===== src/hdl/isfmc_pkg.sv =====
// Shared types, register indexes, codes and reset values of the shock, fall and motion classifier.
package isfmc_pkg;

  localparam int CFG_INDEX_W = 3;
  localparam int CFG_DATA_W  = 17;

  // Register indexes on the configuration port.
  typedef enum logic [CFG_INDEX_W-1:0] {
    REG_SHOCK_LEVEL     = 3'd0,
    REG_TILT_TAN_SQ     = 3'd1,
    REG_FALL_CONFIRM_MS = 3'd2,
    REG_BUMP_RECOVER_MS = 3'd3,
    REG_SMOOTHING_GAIN  = 3'd4,
    REG_MOTION_LEVEL    = 3'd5
  } cfg_reg_t;

  // Register values after reset.
  localparam logic [15:0] SHOCK_LEVEL_RST     = 16'd29491;
  localparam logic [15:0] TILT_TAN_SQ_RST     = 16'd768;
  localparam logic [15:0] FALL_CONFIRM_MS_RST = 16'd1500;
  localparam logic [15:0] BUMP_RECOVER_MS_RST = 16'd500;
  localparam logic [16:0] SMOOTHING_GAIN_RST  = 17'd9830;
  localparam logic [14:0] MOTION_LEVEL_RST    = 15'd819;

  // Unity gain in Q16.
  localparam logic [16:0] GAIN_ONE = 17'd65536;

  localparam logic [1:0] EVENT_NONE = 2'd0;
  localparam logic [1:0] EVENT_BUMP = 2'd1;
  localparam logic [1:0] EVENT_FALL = 2'd2;

  localparam logic [1:0] MOTION_STEADY = 2'd0;
  localparam logic [1:0] MOTION_ACCEL  = 2'd1;
  localparam logic [1:0] MOTION_DECEL  = 2'd2;

  // Multiplier passes per sample and the width of the step counter.
  localparam int NUM_STEPS = 8;
  localparam int STEP_W    = 4;

  typedef struct packed {
    logic signed [15:0] accel_x;
    logic signed [15:0] accel_y;
    logic signed [15:0] accel_z;
    logic [31:0]        time_ms;
  } sample_word_t;

  typedef struct packed {
    logic [1:0]         impact_event;
    logic               shock_tracking;
    logic               large_tilt;
    logic [1:0]         motion_state;
    logic signed [15:0] filtered_forward;
  } result_word_t;

endpackage


===== src/hdl/imu_shock_fall_motion_classifier_top.sv =====
// Top level of the shock, fall and motion classifier with its shared multiplier sequencer.
//
//  Channel   Signals                              Word / fields
//  --------  -----------------------------------  ---------------------------------------
//  sample    sample_valid, sample_ready, sample   accel_x, accel_y, accel_z, time_ms
//  result    result_valid, result_ready, result   impact_event, shock_tracking,
//                                                 large_tilt, motion_state, filtered_forward
//  config    cfg_write, cfg_index, cfg_data       six registers, write only
//
// Each sample runs eight passes through the one 18 x 34 bit signed
// multiplier, then folds the last product into the filter, and then
// classifies and loads the result; the sequencer then returns to idle.
// A new sample is taken once the sequencer is back in idle, even while the
// previous result still waits on result_ready; a stalled result holds the
// sequencer in its final state. Reset is synchronous and restores all
// configuration registers to their defaults, clears tracking, the shock
// time and the filter.
module imu_shock_fall_motion_classifier_top
  import isfmc_pkg::*;
(
  input  logic                   clk,
  input  logic                   rst,
  input  logic                   sample_valid,
  output logic                   sample_ready,
  input  sample_word_t           sample,
  output logic                   result_valid,
  input  logic                   result_ready,
  output result_word_t           result,
  input  logic                   cfg_write,
  input  logic [CFG_INDEX_W-1:0] cfg_index,
  input  logic [CFG_DATA_W-1:0]  cfg_data
);

  typedef enum logic [1:0] {
    ST_IDLE,
    ST_RUN,
    ST_FIN
  } state_t;

  localparam logic [STEP_W-1:0] LAST_STEP = STEP_W'(NUM_STEPS);

  state_t state;
  logic [STEP_W-1:0] step;

  // Configuration registers.
  logic [15:0] shock_level;
  logic [15:0] tilt_tan_sq_q8;
  logic [15:0] fall_confirm_ms;
  logic [15:0] bump_recover_ms;
  logic [16:0] smoothing_gain_q16;
  logic [14:0] motion_level;

  // Persistent classifier state.
  logic               tracking_flag;
  logic [31:0]        shock_start_time;
  logic signed [31:0] smoothed_forward;

  // The captured sample.
  logic signed [15:0] x_r, y_r, z_r;
  logic [31:0]        now_r;

  // Intermediate products, each captured the cycle after its pass.
  logic signed [51:0] prod;
  logic [30:0]        xx, yy, zz;
  logic [31:0]        yz;
  logic [31:0]        lvl_sq;
  logic [46:0]        t_zz;
  logic [47:0]        t_yz;
  logic signed [33:0] ax;

  logic signed [17:0] opa;
  logic signed [33:0] opb;
  logic [16:0]        gain;
  logic [16:0]        gain_rest;
  logic signed [51:0] filt_num;
  logic [32:0]        mag_sq;
  logic               roll_big, pitch_big, tilt_big;
  logic [31:0]        elapsed;
  logic signed [31:0] motion_lim;
  logic [1:0]         motion_next;
  logic [1:0]         event_next;
  logic               tracking_next;
  logic               shock_hit;
  logic               result_load;

  assign sample_ready = (state == ST_IDLE);

  // The final cycle loads the result register once it is empty or being emptied.
  assign result_load = (state == ST_FIN) && (!result_valid || result_ready);

  // Gains above one follow the input.
  assign gain      = (smoothing_gain_q16 > GAIN_ONE) ? GAIN_ONE : smoothing_gain_q16;
  assign gain_rest = GAIN_ONE - gain;

  // Operand selection for the shared multiplier, one product per step.
  always_comb begin
    case (step[2:0])
      3'd0: begin
        opa = {{2{x_r[15]}}, x_r};
        opb = {{18{x_r[15]}}, x_r};
      end
      3'd1: begin
        opa = {{2{y_r[15]}}, y_r};
        opb = {{18{y_r[15]}}, y_r};
      end
      3'd2: begin
        opa = {{2{z_r[15]}}, z_r};
        opb = {{18{z_r[15]}}, z_r};
      end
      3'd3: begin
        opa = {2'b00, shock_level};
        opb = {18'd0, shock_level};
      end
      3'd4: begin
        opa = {2'b00, tilt_tan_sq_q8};
        opb = {3'd0, zz};
      end
      3'd5: begin
        opa = {2'b00, tilt_tan_sq_q8};
        opb = {2'b00, yz};
      end
      3'd6: begin
        opa = {1'b0, gain};
        opb = {{18{x_r[15]}}, x_r};
      end
      default: begin
        opa = {1'b0, gain_rest};
        opb = {{2{smoothed_forward[31]}}, smoothed_forward};
      end
    endcase
  end

  // Filter numerator: (a*x*65536 + (1-a)*state) scaled by 65536, plus one half, rounded by the floor shift.
  assign filt_num = {{2{ax[33]}}, ax, 16'd0} + prod + 52'sd32768;

  // Squared-tangent tilt tests; a negative z always counts as rolled over.
  assign roll_big  = z_r[15] || ({9'd0, yy, 8'd0} > {1'b0, t_zz});
  assign pitch_big = {9'd0, xx, 8'd0} > t_yz;
  assign tilt_big  = roll_big || pitch_big;

  assign mag_sq  = {2'b00, xx} + {2'b00, yy} + {2'b00, zz};
  assign elapsed = now_r - shock_start_time;

  always_comb begin
    shock_hit     = 1'b0;
    event_next    = EVENT_NONE;
    tracking_next = tracking_flag;
    if (!tracking_flag) begin
      if (mag_sq > {1'b0, lvl_sq}) begin
        shock_hit     = 1'b1;
        tracking_next = 1'b1;
      end
    end else if (tilt_big && (elapsed > {16'd0, fall_confirm_ms})) begin
      event_next    = EVENT_FALL;
      tracking_next = 1'b0;
    end else if (!tilt_big && (elapsed > {16'd0, bump_recover_ms})) begin
      event_next    = EVENT_BUMP;
      tracking_next = 1'b0;
    end
  end

  assign motion_lim = {1'b0, motion_level, 16'd0};

  always_comb begin
    if (smoothed_forward > motion_lim) begin
      motion_next = MOTION_ACCEL;
    end else if (smoothed_forward < -motion_lim) begin
      motion_next = MOTION_DECEL;
    end else begin
      motion_next = MOTION_STEADY;
    end
  end

  // Configuration port.
  always_ff @(posedge clk) begin
    if (rst) begin
      shock_level        <= SHOCK_LEVEL_RST;
      tilt_tan_sq_q8     <= TILT_TAN_SQ_RST;
      fall_confirm_ms    <= FALL_CONFIRM_MS_RST;
      bump_recover_ms    <= BUMP_RECOVER_MS_RST;
      smoothing_gain_q16 <= SMOOTHING_GAIN_RST;
      motion_level       <= MOTION_LEVEL_RST;
    end else if (cfg_write) begin
      case (cfg_reg_t'(cfg_index))
        REG_SHOCK_LEVEL:     shock_level        <= cfg_data[15:0];
        REG_TILT_TAN_SQ:     tilt_tan_sq_q8     <= cfg_data[15:0];
        REG_FALL_CONFIRM_MS: fall_confirm_ms    <= cfg_data[15:0];
        REG_BUMP_RECOVER_MS: bump_recover_ms    <= cfg_data[15:0];
        REG_SMOOTHING_GAIN:  smoothing_gain_q16 <= cfg_data;
        REG_MOTION_LEVEL:    motion_level       <= cfg_data[14:0];
        default: begin
        end
      endcase
    end
  end

  // Datapath registers without reset.
  always_ff @(posedge clk) begin
    if (sample_valid && sample_ready) begin
      x_r   <= sample.accel_x;
      y_r   <= sample.accel_y;
      z_r   <= sample.accel_z;
      now_r <= sample.time_ms;
    end
    if (state == ST_RUN) begin
      prod <= opa * opb;
      case (step)
        4'd1: xx <= prod[30:0];
        4'd2: yy <= prod[30:0];
        4'd3: begin
          zz <= prod[30:0];
          yz <= {1'b0, yy} + {1'b0, prod[30:0]};
        end
        4'd4: lvl_sq <= prod[31:0];
        4'd5: t_zz   <= prod[46:0];
        4'd6: t_yz   <= prod[47:0];
        4'd7: ax     <= prod[33:0];
        default: begin
        end
      endcase
    end
  end

  // Sequencer, classifier state and the result register.
  always_ff @(posedge clk) begin
    if (rst) begin
      state            <= ST_IDLE;
      step             <= '0;
      tracking_flag    <= 1'b0;
      shock_start_time <= '0;
      smoothed_forward <= '0;
      result_valid     <= 1'b0;
    end else begin
      if (result_load) begin
        result_valid <= 1'b1;
      end else if (result_ready) begin
        result_valid <= 1'b0;
      end
      case (state)
        ST_IDLE: begin
          step <= '0;
          if (sample_valid) begin
            state <= ST_RUN;
          end
        end
        ST_RUN: begin
          if (step == LAST_STEP) begin
            smoothed_forward <= filt_num[47:16];
            state            <= ST_FIN;
          end else begin
            step <= step + 1'b1;
          end
        end
        ST_FIN: begin
          if (result_load) begin
            tracking_flag <= tracking_next;
            if (shock_hit) begin
              shock_start_time <= now_r;
            end
            result.impact_event     <= event_next;
            result.shock_tracking   <= tracking_next;
            result.large_tilt       <= tilt_big;
            result.motion_state     <= motion_next;
            result.filtered_forward <= smoothed_forward[31:16];
            state                   <= ST_IDLE;
          end
        end
        default: begin
          state <= ST_IDLE;
        end
      endcase
    end
  end

`ifndef SYNTHESIS
  // A confirmed fall or bump always ends the tracking.
  a_event_ends_tracking: assert property (@(posedge clk) disable iff (rst)
    result_valid && (result.impact_event != EVENT_NONE) |-> !result.shock_tracking)
    else $error("impact reported while tracking stays set");

  // An accepted sample keeps the block busy in the next cycle.
  a_busy_after_accept: assert property (@(posedge clk) disable iff (rst)
    sample_valid && sample_ready |=> !sample_ready)
    else $error("sample accepted twice in a row");

  // The step counter never runs past LAST_STEP, the filter fold step after the last multiplier pass.
  a_step_bound: assert property (@(posedge clk) disable iff (rst)
    (state == ST_RUN) |-> (step <= LAST_STEP))
    else $error("step counter out of range");
`endif

endmodule

===== config.mk =====
export PLATFORM = sky130hd
export DESIGN_NAME = imu_shock_fall_motion_classifier_top
export DESIGN_NICKNAME = d
export VERILOG_FILES = /design/src/hdl/isfmc_pkg.sv /design/src/hdl/imu_shock_fall_motion_classifier_top.sv
export SDC_FILE = /design/constraint.sdc
export NUM_CORES = 2
export LEC_CHECK = 0
export BUFFER_PORTS_ARGS = -buffer_cell sky130_fd_sc_hd__clkbuf_2
export CORE_MARGIN = 2
export CORE_UTILIZATION = 45
export DETAILED_ROUTE_END_ITERATION = 7
export PLACE_DENSITY_LB_ADDON = 0.15
export SLEW_MARGIN = 20
export SYNTH_ARGS = -nofsm -noshare
export SYNTH_HDL_FRONTEND = slang
export SYNTH_SLANG_ARGS = --single-unit
export TNS_END_PERCENT = 5

===== constraint.sdc =====
create_clock -name clk -period 22.8 [get_ports clk]
set_input_delay 3.42 -clock clk [delete_from_list [all_inputs] [get_ports clk]]
set_output_delay 3.42 -clock clk [all_outputs]
set_load 0.05 [all_outputs]

==> results.json <==
{
  "hold_class": "reg2reg",
  "routed_wl_mm": 166,
  "drive_above_1_share": 0.0676,
  "clockRootBuffer": "clkbuf_16",
  "path_clk_slew_ps": 60,
  "die_w_um": 344,
  "ys_warn_count": 0,
  "vias": 39700,
  "synth_top_area_share": 0.250,
  "postLayoutCoreUtil": 0.498,
  "final-max-slew-violation-count": 0,
  "fmax_mhz": 94.0,
  "core-area_um2": 115000,
  "status": "completed",
  "antenna_found_initial": 7,
  "route.met2.wl_mm": 70.5,
  "fin_skew_ps": 37.4,
  "cts_buffers": 68,
  "arrival_ps": 11020,
  "cts_setup_buffers": 0,
  "hold_viol": 0,
  "insertion_delay_ps": 670,
  "synth_edf_count": 434,
  "gp_congestion": 0.982,
  "cp_slowest_cell": "a221oi_1",
  "routed-wl-met3_mm": 15.3,
  "finalInstanceArea_um2": 57100,
  "syn_to_final_growth_pct": 9.57,
  "synth_ff_type": "edfxtp_1",
  "cts.sinks": 602,
  "grt_pass1_vias": 39500,
  "drtIter0Drc": 3859,
  "synth.area.top_cells": "edfxtp_1, fa_1, ha_1",
  "initial_utilization": 0.455,
  "synth_common_cells": "inv_1, nand2_1, fa_1",
  "dieArea_um2": 119000,
  "ys_types": 100,
  "crit_path_start_kind": "flop",
  "max_stage_delay_ps": 1210,
  "rsz0062_at_grt": "no",
  "critPathKind": "reg2reg",
  "cts_resized": 0,
  "slew_headroom": 0.156,
  "row_count": 124,
  "fin_nets": 6569,
  "synth_area_um2": 52100,
  "wl_per_cell_um": 23.5,
  "io_pins": 129,
  "tightest_slew_ps": 1270,
  "die_y_um": 344,
  "drt-met1-wl_mm": 73.6,
  "placed_area_um2": 54700,
  "ys_seq_area_frac": 0.315,
  "cts_buffer_depth": 3,
  "drc_errors": 0,
  "grtUsageTotal": 0.285,
  "ant_nets": 0,
  "ys_ff_latch": 602,
  "synthArstFlopShare": 0,
  "grt_overflow": 0,
  "worst_ep_required_time_ps": 23190,
  "grt_pass1_wl_mm": 251,
  "path_max_fanout": 57,
  "tns_ps": 0,
  "synth.avg_cell_area_um2": 9.72,
  "setup_violations": 0,
  "syn_inst": 5360,
  "yosys.cell_count.top_type": "inv_1",
  "cts_tree": "built",
  "period_needed_ps": 10640,
  "portBuffers": 128,
  "cp-end-kind": "flop",
  "highest_layer": "met4",
  "grt_start_max_net_pins": 94,
  "post-route-period-util": 0.466,
  "viasPerCell": 5.63,
  "hold_buffers": 0,
  "yosys.area.top_type": "edfxtp_1",
  "first_pass_iters": 7,
  "dp_hpwl_mm": 128,
  "cap_viol_max_count": 0,
  "h-tree-depth": 3
}
==> logic make-up after synthesis <==
group                      count (synthesis)  share of synthesized area
and+or+nand+nor                         1592                      0.138
buffers and inverters                   1116                     0.0811
adders and majority gates                987                      0.321
AOI/OAI and AO/OA                        865                      0.112
DFF                                      602                      0.315
xor gates and xnor gates                 152                     0.0255
muxes                                     44                    0.00847
other                                      2                   0.000144
==> sequential cells by signal, summed over array words and instances, names as in the netlist, 2 cells and up <==
name                flops
t_yz                   48
zz                     31
step                    4
y_r                    16
shock_start_time       32
smoothed_forward       32
yz                     32
tilt_tan_sq_q8         16
ax                     32
t_zz                   47
bump_recover_ms        16
shock_level            16
x_r                    16
state                   2
xx                     31
lvl_sq                 32
prod                   48
motion_level           15
z_r                    16
fall_confirm_ms        16
yy                     31
smoothing_gain_q16     17
now_r                  32
result                 22
==> layer usage <==
metal  GRT usage  vias to the layer above
met4      0.0986                        0
met2       0.420                     1527
met1       0.415                    19900
li1            -                    18000
met5           0                        -
met3      0.0595                      277
==> per-stage QoR <==
step	hold WS [ps]	setup WS (ps)	cells
finish	456	12160	7044
global route	467	11710	7043
CTS	455	12140	7041
detailed placement	447	12200	6917
global placement	443	12310	6916
floorplan	435	14130	5373
==> path summary, 6_finish.rpt <==
check                      startpoint                  end  slack [ps]  cells past startpoint
setup / recovery              step[2]             prod[44]       12160                     31
hold / removal    bump_recover_ms[10]  bump_recover_ms[10]         460                      2
setup reg to reg              step[2]             prod[44]       12160                     31
hold reg to reg   bump_recover_ms[10]  bump_recover_ms[10]         460                      2
==> worst max-delay path, delay by kind of cell (launching register included) <==
family                     cells  cell delay [ps]
adders and majority gates      8             3780
and+or+nand+nor                7             1820
DFF                            1              470
AOI/OAI and AO/OA              6             2680
buffers and inverters          9             1470
xor gates and xnor gates       1               80
==> area by class of cell <==
cell class / instances / area [um^2]
timing repair buffer: 207 / 1230
multi-input combinational: 3655 / 31700
antenna: 1 / 2.50
tap: 1512 / 1890
fill: 10600 / 57500
sequential: 602 / 16400
clock inverter: 42 / 541
inverter: 943 / 3540
clock buffer: 82 / 1790
==> placed cells by master (no fill, tap or decap), types with 50 or more instances in the layout <==
| cell | n |
|---|---|
| fa_1 | 581 |
| edfxtp_1 | 434 |
| clkbuf_2 | 127 |
| xnor2_1 | 110 |
| ha_1 | 406 |
| inv_1 | 938 |
| nand4_1 | 55 |
| nand3_1 | 78 |
| o21a_1 | 57 |
| buf_4 | 78 |
| nor2_1 | 224 |
| nor2b_1 | 50 |
| o21ai_0 | 96 |
| nand2_1 | 836 |
| a21oi_1 | 264 |
| clkbuf_16 | 68 |
| and2_1 | 78 |
| nor3_1 | 82 |
| dfxtp_1 | 168 |
| a21o_1 | 107 |
Power is left out: the tool's default activity adds up to more than one toggle a clock period on the data nets, which glitch-free logic cannot reach.
